### src/rtl/core/gli_pkg.sv
// Shared types and constants for the gamma lookup and PWM duty block.
package gli_pkg;

  // Port field widths.
  localparam int CH_W    = 2;
  localparam int LEVEL_W = 12;
  localparam int INDEX_W = 9;
  localparam int VALUE_W = 16;
  localparam int WRAP_W  = 16;
  localparam int MASK_W  = 4;
  localparam int IN_DATA_W  = 40;
  localparam int OUT_DATA_W = 40;

  localparam logic [WRAP_W-1:0] WRAP_RESET = 16'd4095;
  localparam logic [MASK_W-1:0] MASK_RESET = 4'd7;

  typedef enum logic {
    KIND_LOAD    = 1'b0,
    KIND_CONVERT = 1'b1
  } kind_t;

  typedef enum logic {
    REG_WRAP = 1'b0,
    REG_MASK = 1'b1
  } cfg_reg_t;

  // Control that travels with a convert item from the table read onward.
  typedef struct packed {
    logic            valid;
    logic [CH_W-1:0] channel;
  } pipe_ctl_t;

endpackage

### src/rtl/core/gli_interp.sv
// Product, interpolation and polarity stages with the output register.
module gli_interp #(
  parameter int DUTY_BITS = 16,
  parameter int FRAC_BITS = 3,
  parameter int FRAC_W    = 3
) (
  input  logic                          clk,
  input  logic                          rst,
  input  gli_pkg::pipe_ctl_t            s1,
  input  logic [FRAC_W-1:0]             frac,
  input  logic [DUTY_BITS-1:0]          a,
  input  logic [DUTY_BITS-1:0]          b,
  input  logic [gli_pkg::WRAP_W-1:0]    wrap_value,
  input  logic [gli_pkg::MASK_W-1:0]    active_low_mask,
  output logic                          s1_ready,
  input  logic                          out_ready,
  output logic                          out_valid,
  output logic [gli_pkg::CH_W-1:0]      out_channel,
  output logic [DUTY_BITS-1:0]          duty,
  output logic [gli_pkg::WRAP_W-1:0]    compare_level
);

  localparam int PROD_W = DUTY_BITS + FRAC_W;
  localparam logic [PROD_W:0] ROUND_UP = (PROD_W + 1)'((1 << FRAC_BITS) - 1);

  // Product stage.
  logic                     v2;
  logic [gli_pkg::CH_W-1:0] ch2;
  logic [DUTY_BITS-1:0]     a2;
  logic [PROD_W-1:0]        prod2;
  logic                     neg2;
  logic                     en2;
  logic                     en3;

  logic                     falling;
  logic [DUTY_BITS-1:0]     diff;
  logic [PROD_W:0]          step_sum;
  logic [DUTY_BITS-1:0]     step;
  logic [DUTY_BITS-1:0]     duty_next;
  logic [gli_pkg::WRAP_W-1:0] duty_ext;
  logic [gli_pkg::WRAP_W-1:0] compare_next;

  assign en3      = !out_valid || out_ready;
  assign en2      = !v2 || en3;
  assign s1_ready = en2;

  assign falling = b < a;
  assign diff    = falling ? a - b : b - a;

  always_ff @(posedge clk) begin
    if (rst) begin
      v2 <= 1'b0;
    end else if (en2) begin
      v2 <= s1.valid;
    end
  end

  always_ff @(posedge clk) begin
    if (en2) begin
      ch2   <= s1.channel;
      a2    <= a;
      neg2  <= falling;
      prod2 <= PROD_W'(diff) * PROD_W'(frac);
    end
  end

  // A falling step rounds toward minus infinity, so its magnitude rounds up.
  always_comb begin
    step_sum     = {1'b0, prod2} + (neg2 ? ROUND_UP : '0);
    step         = DUTY_BITS'(step_sum >> FRAC_BITS);
    duty_next    = neg2 ? a2 - step : a2 + step;
    duty_ext     = gli_pkg::WRAP_W'(duty_next);
    compare_next = duty_ext;
    if (active_low_mask[ch2]) begin
      compare_next = (duty_ext > wrap_value) ? '0 : wrap_value - duty_ext;
    end
  end

  always_ff @(posedge clk) begin
    if (rst) begin
      out_valid <= 1'b0;
    end else if (en3) begin
      out_valid <= v2;
    end
  end

  always_ff @(posedge clk) begin
    if (en3) begin
      out_channel   <= ch2;
      duty          <= duty_next;
      compare_level <= compare_next;
    end
  end

endmodule

### config.mk
export PLATFORM = sky130hd
export DESIGN_NAME = gli_interp
export DESIGN_NICKNAME = d
export VERILOG_FILES = /design/src/rtl/core/gli_pkg.sv /design/src/rtl/core/gli_interp.sv
export SDC_FILE = /design/constraint.sdc
export NUM_CORES = 1
export LEC_CHECK = 0
export BUFFER_PORTS_ARGS = -buffer_cell sky130_fd_sc_hd__buf_2
export CAP_MARGIN = 20
export CORE_UTILIZATION = 35
export DETAILED_ROUTE_END_ITERATION = 7
export MAX_ROUTING_LAYER = met4
export PLACE_DENSITY = 0.59
export SLEW_MARGIN = 20
export SYNTH_ARGS = -nofsm -noshare
export SYNTH_HDL_FRONTEND = slang
export SYNTH_SLANG_ARGS = --single-unit
### constraint.sdc
create_clock -name clk -period 7.7 [get_ports clk]
set_input_delay 1.155 -clock clk [delete_from_list [all_inputs] [get_ports clk]]
set_output_delay 1.155 -clock clk [all_outputs]
set_load 0.02 [all_outputs]
==> results of run 1 <==
[report_power, final]
part | leakage [nW] | internal [W] | switching (W)
Sequential | 0.787 | 0.000697 | 0.0000702
Combinational | 3.06 | 0.00112 | 0.00147
Clock | 0.151 | 0.000282 | 0.000159
Total | 4.00 | 0.00210 | 0.00170
[metal layers]
| layer | vias up | part of all wire, % | track usage (%) |
|---|---|---|---|
| met1 | 2679 | 49 | 19.7 |
| met2 | 129 | 45 | 24.7 |
| met5 | - | 0 | - |
| met4 | 0 | 1.6 | 5.21 |
| li1 | 3140 | - | - |
| met3 | 19 | 4.1 | 1.79 |
[area by class of cell]
type	count	area (sq um)
Fill cell	2102	12000
Multi-Input combinational cell	633	4690
Sequential cell	74	2200
Timing Repair Buffer	102	526
Inverter	113	425
Tap cell	270	338
Clock buffer	9	225
Clock inverter	7	93.8
[per-stage QoR]
step	area, sq um	std cells	total power [W]	utilization, %	hold slack, ns
2_1_floorplan	7410	845	0.00286	-	0.463
3_3_place_gp	8180	1192	0.00333	39.9	0.484
3_5_place_dp	8180	1192	0.00336	39.9	0.493
4_1_cts	8500	1208	0.00383	41.5	0.507
5_1_grt	8500	1208	0.00420	41.5	0.515
6_report	8500	1208	0.00380	41.5	0.508
[cells by family after synthesis]
group | count (synthesis) | share of synthesized area [%]
xor gates and xnor gates | 61 | 7.21
DFF | 74 | 29.7
adders and majority gates | 104 | 19.4
muxes | 9 | 1.25
and+or+nand+nor | 238 | 15.5
AOI/OAI and AO/OA | 221 | 19.9
buffers and inverters | 138 | 7.14
[registers in the layout (all words and copies together) (netlist names)]
| name | count |
|---|---|
| prod2 | 19 |
| a2 | 16 |
| out_valid | 1 |
| neg2 | 1 |
| duty | 16 |
| v2 | 1 |
| compare_level | 16 |
| out_channel | 2 |
| ch2 | 2 |
[worst max-delay path: stages]
cell and delay [ns]:
buf_2 0.10, inv_1 0.04, ha_1 0.15, inv_1 0.06
fa_1 0.38, a21o_1 0.17, a21oi_1 0.25, o21bai_1 0.11
o221a_2 0.25, o21ai_0 0.30, a31oi_2 0.27, mux2i_1 0.19
xnor2_1 0.28, nand2_1 0.12, fa_1 0.58, inv_1 0.06
ha_1 0.28, a21o_1 0.18, a21oi_1 0.20, o21ai_0 0.11
a21o_1 0.21, a21oi_1 0.18, o21ai_0 0.16, o41ai_1 0.28
buf_4 0.18, o311ai_0 0.16, or4_1 0.43, nand3_1 0.07
[final timing paths]
path / slack, ns / end / start
worst max-delay path: 0.96 / prod2[17]$_DFFE_PP_ / b[0]
worst min-delay path: 0.51 / out_channel[0]$_DFFE_PP_ / ch2[0]$_DFFE_PP_
worst max register to register: 1.20 / compare_level[14]$_DFFE_PP_ / neg2$_DFFE_PP_
worst min register to register: 0.51 / out_channel[0]$_DFFE_PP_ / ch2[0]$_DFFE_PP_
[layout by cell type, fill, tap and decap left out, drive strengths merged, types with 29 or more instances in the layout]
cell	count
inv	112
buf	102
nand2	83
ha	79
edfxtp	72
nor2	61
a21oi	59
o21ai	43
xnor2	40
a21o	29
==> reports/qor.yml, run 1 <==
grt:
  vias_in_the_first_global_route: 5699
  grt_usage_pct: 15.2
  largest_net_degree_at_the_start_of_global_routing: 40
  grt_overflow: 0
  grt_antenna_before_repair: 0
  grt_pass1_wl_microns: 26100
power:
  leakage_nw: 4.00
  power.density_cell_area_nw_per_um2: 447
  vdd.ir_drop.worst_mv: 0.153
floorplanning:
  core-area_sq_um: 20500
  die_span_in_y_microns: 147
  die_area_sq_um: 21800
  rows: 52
  initial_core_util_pct: 36.1
  top_level_i_o_count: 97
  die-width_microns: 147
placed_design:
  dp_hpwl_microns: 12800
  dpl_worst_slack_ns: 0.613
  routabilityCongestion: 0.895
  numPortBuffers: 96
clocking:
  cts_tree: "yes"
  post_cts.repair.setup_buffers: 0
  cts-htree-levels: 3
  clkSinkCount: 74
  ctsHoldBuffers: 0
  post_cts.resized_instances: 0
  cts.reportedPaths.clkPinSlew_ns: 0.06
  numCtsBuffers: 9
  cts.root.buffer_cell: "clkbuf_16"
  cts_max_path_buffers: 2
  clkLatencyLatePin_ns: 0.34
routing:
  viasPerCell: 4.94
  detail_route.iter0.violations: 199
  drt_first_pass_iters: 4
  total_length_of_routed_wires_microns: 15400
  drcViolationCount: 0
  drt.antenna.violating_nets: 0
  vias: 5967
  avgRoutedWirePerCell_microns: 12.7
timing:
  rsz0062_at_grt: "no"
  setup_viol: 0
  fin_crit_ns: 6.74
  timing.setup.tns_ns: 0
  min_period_over_period_pct: 87.5
  timing_hold_violations_final: 0
  timing_worst_slew_pin_value_ns: 0.946
  finalMaxSlewViolations: 0
  timing.clock.skew_ns: 0.00447
  fin_worst_setup_slack_ns: 0.959
  maxClockFrequency_mhz: 148
  maxSlewHeadroom_pct: 36.7
synthesis:
  synthDominantAreaCellType: "edfxtp_1"
  synth_cells: 845
  synthesized_area_divided_by_synthesized_cell_count_sq_um: 8.77
  syn_area_sq_um: 7410
  synthFlopType: "edfxtp_1"
  netlist.area_leader.share_pct: 29.2
  ys_top_cells_by_area: "edfxtp_1, ha_1, inv_1, fa_1, xnor2_1"
  most_used_standard_cells_in_the_synthesized_netlist: "inv_1, nand2_1, ha_1"
  proportion_of_register_bits_with_asynchronous_set_or_reset_after_synthesis_pct: 0
  syn_nets: 1004
  synthesis.yosys.warnings: 0
  ys_seq_elements: 74
  synth_cell_type_count: 73
  synth-seq-area-share_pct: 29.7
  synth-edff-count: 72
  yosys.cell_count.top_type: "inv_1"
cells_and_area:
  layout-area-overhead-vs-synth_pct: 14.7
  final_net_count: 1092
  diodes: 0
  drive_gt1_share_pct: 14.9
run:
  max-cap-violations: 0
worst_setup_path:
  worst-setup-path-type: "primary input to flop"
  crit_path_start_kind: "primary input"
  timing.critical_path.fanout_max: 8
  worstPathArrival_ns: 6.95
  worst-endpoint-required_ns: 7.91
  timing.critical_path.to_type: "flop"
  r2r_cells: 27
min_path:
  min_path_cells: 0
  hold_path_class: "flop to flop"
run_status:
  status: "finished clean"
(Power assumes the default switching activity.)
==> run 2: changes to the inputs <==
CELL_PAD_IN_SITES_DETAIL_PLACEMENT = 0   (was not set)
CELL_PAD_IN_SITES_GLOBAL_PLACEMENT = 1   (was not set)
PLACE_DENSITY = 0.72   (was 0.59)
==> run 2 against run 1 <==
- non-clock buffer count did not move
- die area unchanged
- critical endpoint is now prod2[18]$_DFFE_PP_
- critical path depth stayed put
- global-route usage up 0.17 points
- final cell count about the same
- power shrank 1.4%
- setup slack got worse by 0.12 ns
- cell area is 0.52% lower
- maximum frequency shrank 1.7%
- largest cell class unchanged
- worst hold slack got worse by 0.0064 ns
- sequential power about the same
- via count is 0.57% lower
==> reports/qor.yml, run 2 (same netlist as run 1, synthesis figures left out) <==
grt:
  vias_in_the_first_global_route: 5666  # -0.58%
  largest_net_degree_at_the_start_of_global_routing: 40  # unchanged
  grtUsageMet3_pct: 1.88  # +0.093 points
  globalRoute.busiestLayer: "met2"
  grt_overflow: 0  # unchanged
  gr-usage-met2_pct: 25.7  # +1.1 points
  grt_met1_usage_pct: 19.1  # -0.53 points
  grt_usage_pct: 15.4  # +0.17 points
  grt_antenna_before_repair: 0  # unchanged
  grt_pass1_wl_microns: 26100  # +0.26%
placed_design:
  dp.cells: 1192  # unchanged
  placed_area_sq_um: 8180  # unchanged
  dp_hpwl_microns: 13000  # +1.8%
  numPortBuffers: 96  # unchanged
  routabilityCongestion: 0.873  # -2.4%
timing:
  timing.setup.tns_ns: 0  # unchanged
  timing_hold_violations_final: 0  # unchanged
  timing.hold.ws_ns: 0.502  # -0.00645 ns
  maxClockFrequency_mhz: 146  # -1.7%
  fin_crit_ns: 6.86  # +0.116 ns
  timing.clock.skew_ns: 0.0114  # +0.00693 ns
  setup_viol: 0  # unchanged
  maxSlewHeadroom_pct: 35.8  # -0.94 points
  rsz0062_at_grt: "no"
  min_period_over_period_pct: 89.1  # +1.5 points
  timing_worst_slew_pin_value_ns: 0.960  # +0.0140 ns
  finalMaxSlewViolations: 0  # unchanged
worst_setup_path:
  cpMostUsedCell: "o21ai_0"
  timing.critical_path.buf_inv: 5  # unchanged
  worst-setup-path-type: "primary input to flop"
  worst-endpoint-required_ns: 7.79  # -0.12 ns
  worst_path_max_delay_cell: "fa_1"
  crit_path_start_kind: "primary input"
  cpLargestDelayFamily: "compound AO/OA/AOI/OAI gates"
  timing.critical_path.to_type: "flop"
  crit_path_max_incr_delay_ns: 0.49  # -0.09 ns
  timing.critical_path.fanout_max: 20  # +12
  worstPathArrival_ns: 6.94  # about the same
routing:
  drt_first_pass_iters: 4  # unchanged
  detail_route.iter0.violations: 193  # -3.0%
  drcViolationCount: 0  # unchanged
  drt.antenna.violating_nets: 0  # unchanged
  total_length_of_routed_wires_microns: 15700  # +2.1%
  avgRoutedWirePerCell_microns: 13.0  # +2.2%
  viasPerCell: 4.92  # -0.49%
  vias: 5933  # -0.57%
floorplanning:
  die-width_microns: 147  # unchanged
  initial_core_util_pct: 36.1  # unchanged
  top_level_i_o_count: 97  # unchanged
  core-area_sq_um: 20500  # unchanged
  die_span_in_y_microns: 147  # unchanged
  die_area_sq_um: 21800  # unchanged
  rows: 52  # unchanged
cells_and_area:
  post_layout_nonfiller_instances: 1207  # -0.083%
  drive_gt1_share_pct: 14.4  # -0.52 points
  layout-area-overhead-vs-synth_pct: 14.1
  final_net_count: 1092  # unchanged
  layout.cells.most_common: "inv_1"
  largest_reg_flops: 19  # unchanged
  top_library_cells_by_usage_in_the_layout_fill_and_taps_aside: "inv_1, buf_2, nand2_1, ha_1, edfxtp_1"
  diodes: 0  # unchanged
  filler_cells_inserted: 2124  # +1.0%
  finish.instance_area_sq_um: 8450  # -0.52%
  largest-register: "prod2"
clocking:
  cts.reportedPaths.clkPinSlew_ns: 0.05  # about the same
  cts-htree-levels: 3  # unchanged
  numCtsBuffers: 9  # unchanged
  post_cts.repair.setup_buffers: 0  # unchanged
  cts_max_path_buffers: 2  # unchanged
  cts_tree: "yes"
  cts.root.buffer_cell: "clkbuf_16"
  clkSinkCount: 74  # unchanged
  clkLatencyLatePin_ns: 0.34  # about the same
  ctsHoldBuffers: 0  # unchanged
  post_cts.resized_instances: 0  # unchanged
run_status:
  status: "finished clean"
power:
  vdd.ir_drop.worst_mv: 0.164  # +7.5%
  leakage_nw: 3.98  # -0.41%
  power.density_cell_area_nw_per_um2: 443  # -0.91%
  report.power.total_w: 0.00374  # -1.4%
min_path:
  hold_path_class: "flop to flop"
run:
  max-cap-violations: 0  # unchanged
run 2: worst paths after layout:
path	start	endpoint	slack [ns]	cells after the start
worst max-delay path	b[0]	prod2[18]$_DFFE_PP_	0.84	28
worst min register to register	ch2[0]$_DFFE_PP_	out_channel[0]$_DFFE_PP_	0.50	0
worst min-delay path	ch2[0]$_DFFE_PP_	out_channel[0]$_DFFE_PP_	0.50	0
worst max register to register	neg2$_DFFE_PP_	compare_level[14]$_DFFE_PP_	1.13	26
run 2: metal layers:
metal	wire, microns	share of wire (%)
met1	7760	50
met2	7220	46
met3	455	2.9
met4	236	1.5
met5	0	0
run 2: final cells by class:
type                            count  area [sq um]  share of cell area [%]
Clock buffer                       10           229                    2.71
Clock inverter                      5          46.3                   0.548
Inverter                          113           425                    5.03
Multi-Input combinational cell    633          4690                    55.4
Sequential cell                    74          2200                    26.1
Tap cell                          270           338                    4.00
Timing Repair Buffer              102           526                    6.22
run 2: per-stage QoR:
stage          util [%]  setup WS [ns]
2_1_floorplan         -           1.04
3_3_place_gp       39.9          0.627
3_5_place_dp       39.9          0.497
4_1_cts            41.2          0.824
5_1_grt            41.2          0.143
6_report           41.2          0.843
run 2: where the power goes:
| part | switching, W | internal [W] | leakage (nW) | total [W] |
|---|---|---|---|---|
| clock | 0.000153 | 0.000245 | 0.135 | 0.000398 |
| sequential | 0.0000705 | 0.000697 | 0.787 | 0.000768 |
| combinational | 0.00146 | 0.00111 | 3.06 | 0.00258 |
